$ cat src/rtl/bmp24_pkg.sv
// Shared types and constants for the 24-bit BMP stream decoder.
// No dependencies; every RTL file of the decoder imports this package.
`default_nettype none

package bmp24_pkg;

    // Default size limits, handed to the top level as parameter defaults
    localparam int DEF_MAX_WIDTH  = 4096;
    localparam int DEF_MAX_HEIGHT = 4096;

    // Header layout and expected field values
    localparam logic [15:0] SIG_BM       = 16'h4D42;
    localparam logic [15:0] BITS_24      = 16'd24;
    localparam logic [5:0]  HDR_LAST     = 6'd53;
    localparam logic [5:0]  SIG_POS      = 6'd0;
    localparam logic [5:0]  WIDTH_POS    = 6'd18;
    localparam logic [5:0]  HEIGHT_POS   = 6'd22;
    localparam logic [5:0]  BITCOUNT_POS = 6'd28;
    localparam logic [5:0]  COMPRESS_POS = 6'd30;
    localparam logic [5:0]  COMPRESS_END = 6'd34;

    // Result status codes
    localparam logic [2:0] ST_PIXEL      = 3'd0;
    localparam logic [2:0] ST_NOT_BMP    = 3'd1;
    localparam logic [2:0] ST_NOT_24BIT  = 3'd2;
    localparam logic [2:0] ST_COMPRESSED = 3'd3;
    localparam logic [2:0] ST_BAD_SIZE   = 3'd4;

    // Parse phase of the decoder
    typedef enum logic [1:0] {
        PH_HEADER = 2'd0,
        PH_PIXEL  = 2'd1,
        PH_PAD    = 2'd2,
        PH_IDLE   = 2'd3
    } phase_t;

    // Input word: one file byte
    typedef struct packed {
        logic [7:0] data_byte;
        logic       file_start;
    } in_word_t;

    // Result word: one pixel or one error report
    typedef struct packed {
        logic [2:0]  status;
        logic [11:0] pixel_x;
        logic [11:0] pixel_y;
        logic [7:0]  red;
        logic [7:0]  green;
        logic [7:0]  blue;
        logic        last_pixel;
    } res_word_t;

    // Header unit to pixel sequencer: end of header and verdict
    typedef struct packed {
        logic       done;
        logic [2:0] status;
    } hdr_ctl_t;

endpackage

`default_nettype wire

$ cat src/rtl/bmp24_hdr.sv
// Header unit: counts the 54 header bytes, captures the little-endian fields
// and checks them on the last header byte. Depends on bmp24_pkg.
`default_nettype none

module bmp24_hdr #(
    parameter int MAX_WIDTH  = bmp24_pkg::DEF_MAX_WIDTH,
    parameter int MAX_HEIGHT = bmp24_pkg::DEF_MAX_HEIGHT,
    parameter int XW         = $clog2(MAX_WIDTH + 1),
    parameter int YW         = (MAX_HEIGHT > 1) ? $clog2(MAX_HEIGHT) : 1
) (
    input  wire logic                 clk,
    input  wire logic                 rst_n,
    input  wire logic                 step,
    input  wire logic                 file_start,
    input  wire logic                 hdr_sel,
    input  wire logic [7:0]           data_byte,
    output bmp24_pkg::hdr_ctl_t       hdr_ctl,
    output logic      [XW-1:0]        hdr_width,
    output logic      [YW-1:0]        hdr_row
);
    import bmp24_pkg::*;

    localparam logic [31:0] MAX_W32 = 32'(MAX_WIDTH);
    localparam logic [31:0] MAX_H32 = 32'(MAX_HEIGHT);

    logic [5:0]  count_reg, count_next;
    logic [5:0]  pos;
    logic [5:0]  off_w, off_h, off_b, off_c;
    logic [15:0] sig_reg, sig_next;
    logic [31:0] width_reg, width_next;
    logic [31:0] height_reg, height_next;
    logic [15:0] bits_reg, bits_next;
    logic [31:0] comp_reg, comp_next;
    logic        take;
    logic        w_bad, h_bad;
    logic [31:0] height_m1;

    // Restart the count on a new file
    assign pos   = file_start ? 6'd0 : count_reg;
    assign take  = step && hdr_sel;
    assign off_w = pos - WIDTH_POS;
    assign off_h = pos - HEIGHT_POS;
    assign off_b = pos - BITCOUNT_POS;
    assign off_c = pos - COMPRESS_POS;

    // Place the byte into the field it belongs to
    always_comb
    begin
        sig_next    = sig_reg;
        width_next  = width_reg;
        height_next = height_reg;
        bits_next   = bits_reg;
        comp_next   = comp_reg;
        count_next  = count_reg;
        if (take)
        begin
            priority if (pos < WIDTH_POS && pos < SIG_POS + 6'd2)
                sig_next[8*pos[0] +: 8] = data_byte;
            else if (pos >= WIDTH_POS && pos < HEIGHT_POS)
                width_next[8*off_w[1:0] +: 8] = data_byte;
            else if (pos >= HEIGHT_POS && pos < HEIGHT_POS + 6'd4)
                height_next[8*off_h[1:0] +: 8] = data_byte;
            else if (pos >= BITCOUNT_POS && pos < COMPRESS_POS)
                bits_next[8*off_b[0] +: 8] = data_byte;
            else if (pos >= COMPRESS_POS && pos < COMPRESS_END)
                comp_next[8*off_c[1:0] +: 8] = data_byte;
            count_next = (pos == HDR_LAST) ? 6'd0 : pos + 6'd1;
        end
    end

    // Check the captured fields: signature, bit count, compression, then size
    assign w_bad = (width_reg == 32'd0) || width_reg[31] || (width_reg > MAX_W32);
    assign h_bad = (height_reg == 32'd0) || height_reg[31] || (height_reg > MAX_H32);

    always_comb
    begin
        hdr_ctl.done = take && (pos == HDR_LAST);
        priority if (sig_reg != SIG_BM)
            hdr_ctl.status = ST_NOT_BMP;
        else if (bits_reg != BITS_24)
            hdr_ctl.status = ST_NOT_24BIT;
        else if (comp_reg != 32'd0)
            hdr_ctl.status = ST_COMPRESSED;
        else if (w_bad || h_bad)
            hdr_ctl.status = ST_BAD_SIZE;
        else
            hdr_ctl.status = ST_PIXEL;
    end

    // Size fields narrowed to the counter widths; valid once checks pass
    assign height_m1 = height_reg - 32'd1;
    assign hdr_width = width_reg[XW-1:0];
    assign hdr_row   = height_m1[YW-1:0];

    always_ff @(posedge clk or negedge rst_n)
    begin
        if (!rst_n)
            count_reg <= 6'd0;
        else
            count_reg <= count_next;
    end

    always_ff @(posedge clk)
    begin
        sig_reg    <= sig_next;
        width_reg  <= width_next;
        height_reg <= height_next;
        bits_reg   <= bits_next;
        comp_reg   <= comp_next;
    end

endmodule

`default_nettype wire

$ cat src/rtl/bmp24_pix.sv
// Pixel sequencer: parse phase, colour triple assembly, row padding and the
// x/y counters. Builds one result word per pixel or header error.
// Depends on bmp24_pkg.
`default_nettype none

module bmp24_pix #(
    parameter int MAX_WIDTH  = bmp24_pkg::DEF_MAX_WIDTH,
    parameter int MAX_HEIGHT = bmp24_pkg::DEF_MAX_HEIGHT,
    parameter int XW         = $clog2(MAX_WIDTH + 1),
    parameter int YW         = (MAX_HEIGHT > 1) ? $clog2(MAX_HEIGHT) : 1
) (
    input  wire logic                 clk,
    input  wire logic                 rst_n,
    input  wire logic                 step,
    input  wire logic                 file_start,
    input  wire logic [7:0]           data_byte,
    input  wire bmp24_pkg::hdr_ctl_t  hdr_ctl,
    input  wire logic [XW-1:0]        hdr_width,
    input  wire logic [YW-1:0]        hdr_row,
    output logic                      hdr_sel,
    output logic                      res_valid,
    output bmp24_pkg::res_word_t      res_word
);
    import bmp24_pkg::*;

    phase_t          phase_reg, phase_next, phase_cur;
    logic [1:0]      comp_reg, comp_next;
    logic [XW-1:0]   col_reg, col_next, col_inc;
    logic [YW-1:0]   row_reg, row_next;
    logic [1:0]      pad_reg, pad_next;
    logic [XW-1:0]   width_reg, width_next;
    logic [7:0]      blue_reg, blue_next;
    logic [7:0]      green_reg, green_next;
    logic            row_end, last;
    logic [XW+11:0]  x_ext;
    logic [YW+11:0]  y_ext;

    // A new file always begins in the header phase
    assign phase_cur = file_start ? PH_HEADER : phase_reg;
    assign hdr_sel   = (phase_cur == PH_HEADER);

    assign col_inc = col_reg + XW'(1);
    assign row_end = (col_inc == width_reg);
    assign last    = row_end && (row_reg == '0);
    assign x_ext   = {12'd0, col_reg};
    assign y_ext   = {12'd0, row_reg};

    always_comb
    begin
        phase_next = phase_reg;
        comp_next  = comp_reg;
        col_next   = col_reg;
        row_next   = row_reg;
        pad_next   = pad_reg;
        width_next = width_reg;
        blue_next  = blue_reg;
        green_next = green_reg;
        res_valid  = 1'b0;
        res_word   = '0;
        if (step)
        begin
            phase_next = phase_cur;
            unique case (phase_cur)
                PH_HEADER:
                begin
                    if (hdr_ctl.done)
                    begin
                        if (hdr_ctl.status != ST_PIXEL)
                        begin
                            // Report the failing check, then ignore the file
                            phase_next      = PH_IDLE;
                            res_valid       = 1'b1;
                            res_word.status = hdr_ctl.status;
                        end
                        else
                        begin
                            phase_next = PH_PIXEL;
                            width_next = hdr_width;
                            row_next   = hdr_row;
                            col_next   = '0;
                            comp_next  = 2'd0;
                        end
                    end
                end
                PH_PIXEL:
                begin
                    unique case (comp_reg)
                        2'd0:
                        begin
                            blue_next = data_byte;
                            comp_next = 2'd1;
                        end
                        2'd1:
                        begin
                            green_next = data_byte;
                            comp_next  = 2'd2;
                        end
                        default:
                        begin
                            // Red byte completes the pixel
                            comp_next           = 2'd0;
                            res_valid           = 1'b1;
                            res_word.status     = ST_PIXEL;
                            res_word.pixel_x    = x_ext[11:0];
                            res_word.pixel_y    = y_ext[11:0];
                            res_word.red        = data_byte;
                            res_word.green      = green_reg;
                            res_word.blue       = blue_reg;
                            res_word.last_pixel = last;
                            col_next            = col_inc;
                            if (row_end)
                            begin
                                priority if (last)
                                    phase_next = PH_IDLE;
                                else if (width_reg[1:0] != 2'd0)
                                begin
                                    pad_next   = width_reg[1:0];
                                    phase_next = PH_PAD;
                                end
                                else
                                begin
                                    row_next   = row_reg - YW'(1);
                                    col_next   = '0;
                                    phase_next = PH_PIXEL;
                                end
                            end
                        end
                    endcase
                end
                PH_PAD:
                begin
                    // Drop padding bytes, then advance to the next row up
                    pad_next = pad_reg - 2'd1;
                    if (pad_reg == 2'd1)
                    begin
                        if (row_reg == '0)
                            phase_next = PH_IDLE;
                        else
                        begin
                            row_next   = row_reg - YW'(1);
                            col_next   = '0;
                            comp_next  = 2'd0;
                            phase_next = PH_PIXEL;
                        end
                    end
                end
                default:
                begin
                    phase_next = PH_IDLE;
                end
            endcase
        end
    end

    always_ff @(posedge clk or negedge rst_n)
    begin
        if (!rst_n)
        begin
            phase_reg <= PH_HEADER;
            comp_reg  <= 2'd0;
            col_reg   <= '0;
            row_reg   <= '0;
            pad_reg   <= 2'd0;
        end
        else
        begin
            phase_reg <= phase_next;
            comp_reg  <= comp_next;
            col_reg   <= col_next;
            row_reg   <= row_next;
            pad_reg   <= pad_next;
        end
    end

    always_ff @(posedge clk)
    begin
        width_reg <= width_next;
        blue_reg  <= blue_next;
        green_reg <= green_next;
    end

endmodule

`default_nettype wire

$ cat src/rtl/bmp24_stream_decoder.sv
// Decoder for uncompressed 24-bit BMP files streamed one byte per word.
//
// Channels: byte_* carries file bytes (data_byte, file_start); res_* carries
// pixels and error reports. A word moves on a rising edge where valid is high
// and stall is low. file_start marks header byte 0 of a new file and
// restarts the parse at any point.
// An accepted byte passes the input register, the parse logic and the result
// register. Throughput: one byte per cycle while no result is held stalled,
// set by the single input and result registers around the parse logic.
// Header bytes, the blue and green bytes and row padding give no result;
// the red byte of each pixel gives one pixel word. A failed header check
// gives one error word, after which bytes are dropped until file_start.
// Reset: the decoder starts in the header phase with no words held.
// Stall: while res_stall holds a waiting result, the input register keeps
// one more byte and byte_stall rises; nothing is lost or repeated.
`default_nettype none

module bmp24_stream_decoder #(
    parameter int MAX_WIDTH  = bmp24_pkg::DEF_MAX_WIDTH,
    parameter int MAX_HEIGHT = bmp24_pkg::DEF_MAX_HEIGHT
) (
    input  wire logic                 clk,
    input  wire logic                 rst_n,
    input  wire logic                 byte_valid,
    output logic                      byte_stall,
    input  wire bmp24_pkg::in_word_t  byte_word,
    output logic                      res_valid,
    input  wire logic                 res_stall,
    output bmp24_pkg::res_word_t      res_word
);
    import bmp24_pkg::*;

    localparam int XW = $clog2(MAX_WIDTH + 1);
    localparam int YW = (MAX_HEIGHT > 1) ? $clog2(MAX_HEIGHT) : 1;

    logic       in_valid_reg, in_valid_next;
    in_word_t   in_word_reg;
    logic       advance;
    logic       hdr_sel;
    hdr_ctl_t   hdr_ctl;
    logic [XW-1:0] hdr_width;
    logic [YW-1:0] hdr_row;
    logic       pix_valid;
    res_word_t  pix_word;
    logic       out_valid_reg, out_valid_next;
    res_word_t  out_word_reg;
    logic       out_hold;

    // Hold the result while the receiver stalls; the input stage waits on it
    assign out_hold   = out_valid_reg && res_stall;
    assign advance    = in_valid_reg && !out_hold;
    assign byte_stall = in_valid_reg && out_hold;

    always_comb
    begin
        in_valid_next = in_valid_reg;
        if (byte_valid && !byte_stall)
            in_valid_next = 1'b1;
        else if (advance)
            in_valid_next = 1'b0;
        out_valid_next = out_hold ? 1'b1 : (advance && pix_valid);
    end

    bmp24_hdr #(
        .MAX_WIDTH  (MAX_WIDTH),
        .MAX_HEIGHT (MAX_HEIGHT),
        .XW         (XW),
        .YW         (YW)
    ) u_hdr (
        .clk        (clk),
        .rst_n      (rst_n),
        .step       (advance),
        .file_start (in_word_reg.file_start),
        .hdr_sel    (hdr_sel),
        .data_byte  (in_word_reg.data_byte),
        .hdr_ctl    (hdr_ctl),
        .hdr_width  (hdr_width),
        .hdr_row    (hdr_row)
    );

    bmp24_pix #(
        .MAX_WIDTH  (MAX_WIDTH),
        .MAX_HEIGHT (MAX_HEIGHT),
        .XW         (XW),
        .YW         (YW)
    ) u_pix (
        .clk        (clk),
        .rst_n      (rst_n),
        .step       (advance),
        .file_start (in_word_reg.file_start),
        .data_byte  (in_word_reg.data_byte),
        .hdr_ctl    (hdr_ctl),
        .hdr_width  (hdr_width),
        .hdr_row    (hdr_row),
        .hdr_sel    (hdr_sel),
        .res_valid  (pix_valid),
        .res_word   (pix_word)
    );

    always_ff @(posedge clk or negedge rst_n)
    begin
        if (!rst_n)
        begin
            in_valid_reg  <= 1'b0;
            out_valid_reg <= 1'b0;
        end
        else
        begin
            in_valid_reg  <= in_valid_next;
            out_valid_reg <= out_valid_next;
        end
    end

    // Capture input and result words
    always_ff @(posedge clk)
    begin
        if (byte_valid && !byte_stall)
            in_word_reg <= byte_word;
        if (!out_hold)
            out_word_reg <= pix_word;
    end

    assign res_valid = out_valid_reg;
    assign res_word  = out_word_reg;

endmodule

`default_nettype wire
$ cat config.mk
export PLATFORM = sky130hd
export DESIGN_NAME = bmp24_stream_decoder
export DESIGN_NICKNAME = d
export VERILOG_FILES = /design/src/rtl/bmp24_pkg.sv /design/src/rtl/bmp24_hdr.sv /design/src/rtl/bmp24_pix.sv /design/src/rtl/bmp24_stream_decoder.sv
export SDC_FILE = /design/constraint.sdc
export NUM_CORES = 1
export LEC_CHECK = 0
export BUFFER_PORTS_ARGS = -buffer_cell sky130_fd_sc_hd__buf_2
export CAP_MARGIN = 20
export CORE_MARGIN = 3
export CORE_UTILIZATION = 45
export DETAILED_ROUTE_END_ITERATION = 7
export GPL_TIMING_DRIVEN = 0
export PLACE_DENSITY_LB_ADDON = 0.1
export SLEW_MARGIN = 30
export SYNTH_ARGS = -nofsm -noshare
export SYNTH_HDL_FRONTEND = slang
export SYNTH_SLANG_ARGS = --single-unit
export TNS_END_PERCENT = 5
$ cat constraint.sdc
create_clock -name clk -period 4.4 [get_ports clk]
set_clock_uncertainty 0.15 [all_clocks]
set_input_delay 0.88 -clock clk [delete_from_list [all_inputs] [get_ports clk]]
set_output_delay 0.88 -clock clk [all_outputs]
set_load 0.02 [all_outputs]
# After elaboration in Yosys (flattened, before gate mapping)
# Index checks and enable logic that the tools add are counted.
dict set report op_classes {
  eq_ne 17
  mux 61
  n_shift 10
  n_lt_le_gt_ge 12
  addsub 14
  bitwise_logic 7
  n_reduce_logical 45
}
# cell count
set op_table {}
lappend op_table {{2-to-1 mux 13 bit} 8}
lappend op_table {{negation 5 -> 34 bit} 3}
lappend op_table {{variable shift 8 x 34 -> 32 bit, first input constant} 3}
lappend op_table {{variable part select 8 x 34 -> 32 bit} 3}
lappend op_table {{bitwise mux 32 bit} 3}
lappend op_table {{2-to-1 mux 12 bit} 8}
lappend op_table {{negation 4 -> 34 bit} 2}
lappend op_table {{variable shift 8 x 34 -> 16 bit, first input constant} 2}
lappend op_table {{variable part select 8 x 34 -> 16 bit} 2}
lappend op_table {{greater-than comparator 32 x 13 -> 1 bit, second input constant} 2}
lappend op_table {{logical NOT 32 bit} 2}
lappend op_table {{one-hot mux 13 bit (3 select lines)} 1}
lappend op_table {{one-hot mux 12 bit (3 select lines)} 1}
lappend op_table {{2-to-1 mux 2 bit} 17}
lappend op_table {{bitwise mux 16 bit} 2}
lappend op_table {{nonzero test 32 bit} 1}
lappend op_table {{greater-or-equal comparator 6 x 5 -> 1 bit, second input constant} 4}
lappend op_table {{less-than comparator 6 x 5 -> 1 bit, second input constant} 4}
lappend op_table {{subtractor 12 x 1 -> 12 bit, second input constant} 2}
lappend op_table {{2-to-1 mux 3 bit} 6}
lappend op_table {{AND reduction 6 bit} 3}
lappend op_table {{!= test 16 x 15 -> 1 bit, second input constant} 1}
lappend op_table {{!= test 16 x 5 -> 1 bit, second input constant} 1}
lappend op_table {{adder 13 x 1 -> 13 bit, second input constant} 1}
lappend op_table {{34 further kinds} 84}
dict set report word_totals {
  in_bits 13
  elab_cells 191
  reg_bits 257
}

# Longest topological paths before layout
dict set report depth {
  ltp_word 15
  depth_mapped 13
}

# Cells and area by module
# A second synthesis with hierarchy kept.
dict set report hier_totals {
  cells_unflattened 860
  area_unflattened_um2 11227.0
}
# module instances area_per_inst_um2 cells_per_inst
set modules_own_cells {}
lappend modules_own_cells {bmp24_hdr 1 5381.4 375}
lappend modules_own_cells {bmp24_pix 1 3920.0 414}
lappend modules_own_cells {bmp24_stream_decoder 1 1925.6 71}

# Worst setup path before layout
# Ideal clock, no wire load.
dict set report synth_path {
  path_kind {reg2reg}
  from {reg in_word_reg[0] (netlist name)}
  to {reg u_pix.width_reg[0] (enable)}
  n_path_buf 2
  t_arrival_ns 3.032
  setup_time_ns 0.400
  slack_ns 0.819
  stages_incl_launch_ff 10
  period_less_slack_ns 3.581
  cell_sequence {edfxtp_1 -> nand2b_1 -> inv_1 -> clkbuf_1 -> ha_1 -> nor4bb_1 -> and3_1 -> clkbuf_1 -> nand3_1 -> nor3_1}
}
dict set report synth_via {
  elab_chain_len 5
}
# item line_no
set synth_rtl {}
lappend synth_rtl {{start, declared} bmp24_stream_decoder.sv:37} ;# in_word_t in_word_reg;
lappend synth_rtl {{start signal, assigned} bmp24_stream_decoder.sv:118} ;# in_word_reg <= byte_word;
lappend synth_rtl {{branches (longest 4 deep; another with 2-to-1 mux 6 bit)} -}
lappend synth_rtl {{AND reduction 4 bit (no line) *} -}
lappend synth_rtl {{end signal, assigned} bmp24_pix.sv:177} ;# width_reg <= width_next;
lappend synth_rtl {{end, declared} bmp24_pix.sv:31} ;# logic [XW-1:0] width_reg, width_next;
# Every way passes the cells marked *.
# A chain may end at the register's enable or synchronous reset.

# Worst setup path in the final report
dict set report layout_path {
  from {reg in_word_reg[0] (netlist name)}
  to {reg u_pix.row_reg[10]}
}
dict set report layout_via {
  elab_chain_len 6
}
# item line_no
set layout_rtl {}
lappend layout_rtl {{branches (longest 6 deep; another with AND reduction 10 bit)} -}
lappend layout_rtl {{end signal, assigned} bmp24_pix.sv:170} ;# row_reg <= row_next;
lappend layout_rtl {{end, declared} bmp24_pix.sv:29} ;# logic [YW-1:0] row_reg, row_next;
# Several ways; the timed one is not identified.

==> results.py <==
metrics = {
    "power": {
        "p_comb_share_pct": 15.9,
        "clkPwrFrac_pct": 35.4,
        "p_per_area_mw_per_mm2": 488,
        "fin_total_pwr_uw": 6200,
        "intPower_uw": 4460,
        "netSwitchingFraction_pct": 28.0,
        "seq_power_share_pct": 48.7,
        "leakage_uw": 0.00502,
        "power_switching_uw": 1740,
        "irDropWorstVdd_mv": 0.279,
    },
    "die": {
        "core-area_sq_mm": 0.0238,
        "dieArea_sq_mm": 0.0265,
        "start_util_pct": 46.4,
        "ios": 67,
        "fp.dieH_um": 163,
        "chipWidth_um": 163,
        "std_cell_rows": 56,
    },
    "routing": {
        "viasPerCell": 5.54,
        "drcViolationCount": 0,
        "drtPass1Iterations": 5,
        "via_count": 7124,
        "routed_wl_um": 25000,
        "drtIter0Drc": 602,
        "drt-wirelength-per-cell_um": 19.5,
        "postRouteAntennaNets": 0,
    },
    "synthesis": {
        "synth_top_area_share_pct": 59.3,
        "syn_inst": 845,
        "syn_area_sq_mm": 0.0110,
        "seq_area_frac_synth_pct": 68.1,
        "synth_ff_type": "edfxtp_1",
        "yosysTopAreaCell": "edfxtp_1",
        "synth_edf_count": 218,
        "ys_warn_count": 0,
        "synthArstFlopShare_pct": 15.2,
        "ys_types": 71,
        "syn-num-nets": 871,
        "synth.most_common_cell": "edfxtp_1",
        "synth_commonest_cells": "edfxtp_1 (218), nor2_1 (79), nand2_1 (61)",
        "avgSynthCellArea_sq_um": 13.1,
        "netlist_top_cells_area": "edfxtp_1 (59%), dfrtp_1 (8.8%), and3_1 (2.9%), nor2_1 (2.7%), nand2_1 (2.1%)",
        "synth_seq_cells": 257,
    },
    "cts": {
        "htreeDepth": 1,
        "cts_made_buffers": 28,
        "clock_latency_ps": 540,
        "cts_sinks": 257,
        "cts_setup_buffers": 0,
        "cts_tree": "done",
        "hold_buffers": 0,
        "ctsResizeCount": 0,
        "clkSlewWorstSetupHoldPaths_ps": 60,
        "root_buffer": "clkbuf_16",
        "clock_path_buffers": 3,
    },
    "placement": {
        "dp_hpwl_um": 18000,
        "placed_area_sq_mm": 0.0119,
        "routabilityCongestion": 0.850,
        "place_ws_ps": 203,
        "numPortBuffers": 66,
    },
    "global_route": {
        "grt_usage_pct": 19.1,
        "grt_max_degree": 51,
        "antenna_found_initial": 1,
        "grt_pass1_vias": 7032,
        "grt_pass1_wl_um": 39500,
        "grt-ovfl-total": 0,
    },
    "worst_hold_path": {
        "hp-class": "in -> async",
    },
    "critical_path": {
        "critical_path_class": "reg -> reg",
        "crit_required_ps": 4650,
        "cp-end-kind": "flip-flop",
        "startpoint_type": "flip-flop",
        "worstPathMaxFanout": 10,
        "arrival_ps": 4290,
    },
    "timing": {
        "finalHoldViolations": 0,
        "setup-violations-final": 0,
        "drv_slew": 0,
        "fin_crit_sh_pct": 91.8,
        "max_freq_ghz": 0.248,
        "worst_pin_slew_ps": 785,
        "grt_setup_unrepaired": "no",
        "fin_crit_ps": 4040,
        "relSlewSlack_pct": 47.2,
        "fin_ws_ps": 362,
    },
    "finish": {
        "fillers": 2061,
        "drive_gt1_share_pct": 15.2,
        "largest_register_ffs": 52,
        "post-route-cell-area_sq_mm": 0.0127,
        "final_nets": 971,
        "fin_util_pct": 53.4,
        "area_growth_pct": 15.2,
    },
    "run": {
        "maxCapViolCount": 0,
    },
    "outcome": {
        "status": "finished, final reports clean",
    },
}
final cells by class:
class	count	area, sq um	share of cell area, %
Sequential cell	257	7520	59.1
Tap cell	319	399	3.14
Clock buffer	39	773	6.08
Timing Repair Buffer	70	378	2.97
Inverter	31	116	0.914
Buffer	42	188	1.47
Multi-Input combinational cell	515	3250	25.5
Clock inverter	12	96.3	0.757
Antenna cell	1	2.50	0.0197
cells by family after synthesis:
kind of cell,after synthesis,share of synthesized area [%]
AOI/OAI and AO/OA,113,7.18
xor gates and xnor gates,24,2.03
buffers and inverters,73,2.74
and+or+nand+nor,356,17.6
muxes,9,0.838
DFF,257,68.1
adders and majority gates,13,1.47
layer usage:
layer / global-route usage (%) / wire length, um / up-vias / share of wire (%)
met3: 2.54 / 1080 / 48 / 4.3
met4: 6.04 / 713 / 0 / 2.8
met1: 27.0 / 11400 / 3493 / 46
met2: 31.1 / 11800 / 173 / 47
met5: 0 / 0 / - / 0
li1: - / - / 3410 / -
stage by stage:
step	setup TNS [ps]	instances	hold slack, ps
floorplan	0	845	276
global placement	-3460	1230	291
detailed placement	0	1234	292
CTS	0	1285	196
global route	0	1286	230
finish	0	1286	194
power by group through the flow:
| stage | registers, uW | clock network, uW | logic (uW) |
|---|---|---|---|
| after floorplan | 3050 | 0 | 651 |
| after detailed placement | 3070 | 0 | 987 |
| final | 3020 | 2200 | 985 |
| after CTS | 3020 | 2250 | 993 |
| after global routing | 3050 | 2350 | 1100 |
| after global placement | 3070 | 0 | 970 |
layout by cell type (no fill, tap or decap), drive strengths merged, types with 6 or more instances in the layout:
cell,n
xor2,14
clkbuf,67
edfxtp,218
o31ai,12
nor3,25
ha,13
nand2,62
dfrtp,39
xnor2,9
nor4,34
nand4,14
or4,7
nand2b,10
nor3b,6
mux2i,7
and2,18
o2111ai,6
a31oi,8
inv,31
a21oi,21
buf,84
nor2,79
o21ai,27
and3,51
clkinv,9
nor2b,6
nand3,15
final timing paths:
path / from / end / slack [ps] / cells past startpoint
worst min register to register: u_hdr.width_reg[7] / u_pix.width_reg[7] / 300 / 0
worst max register to register: in_word_reg[0] / u_pix.row_reg[10] / 360 / 13
min in group clk: u_hdr.width_reg[7] / u_pix.width_reg[7] / 300 / 0
worst min-delay path: rst_n / u_pix.col_reg[1] / 190 / 1
worst max-delay path: in_word_reg[0] / u_pix.row_reg[10] / 360 / 13
max in group asynchronous: rst_n / u_pix.row_reg[3] / 3510 / 1
worst max-delay path: stages, from the launching register on:
cell and delay, ps:
edfxtp_1 380, clkbuf_2 260, nand2b_1 320, inv_1 110
ha_1 410, buf_1 430, mux2i_1 390, ha_1 340
o221a_2 270, and2_1 210, nor2b_1 250, xor2_1 100
a22oi_1 190, o21ai_1 70
Note: power is estimated with default switching activity, not from simulation.
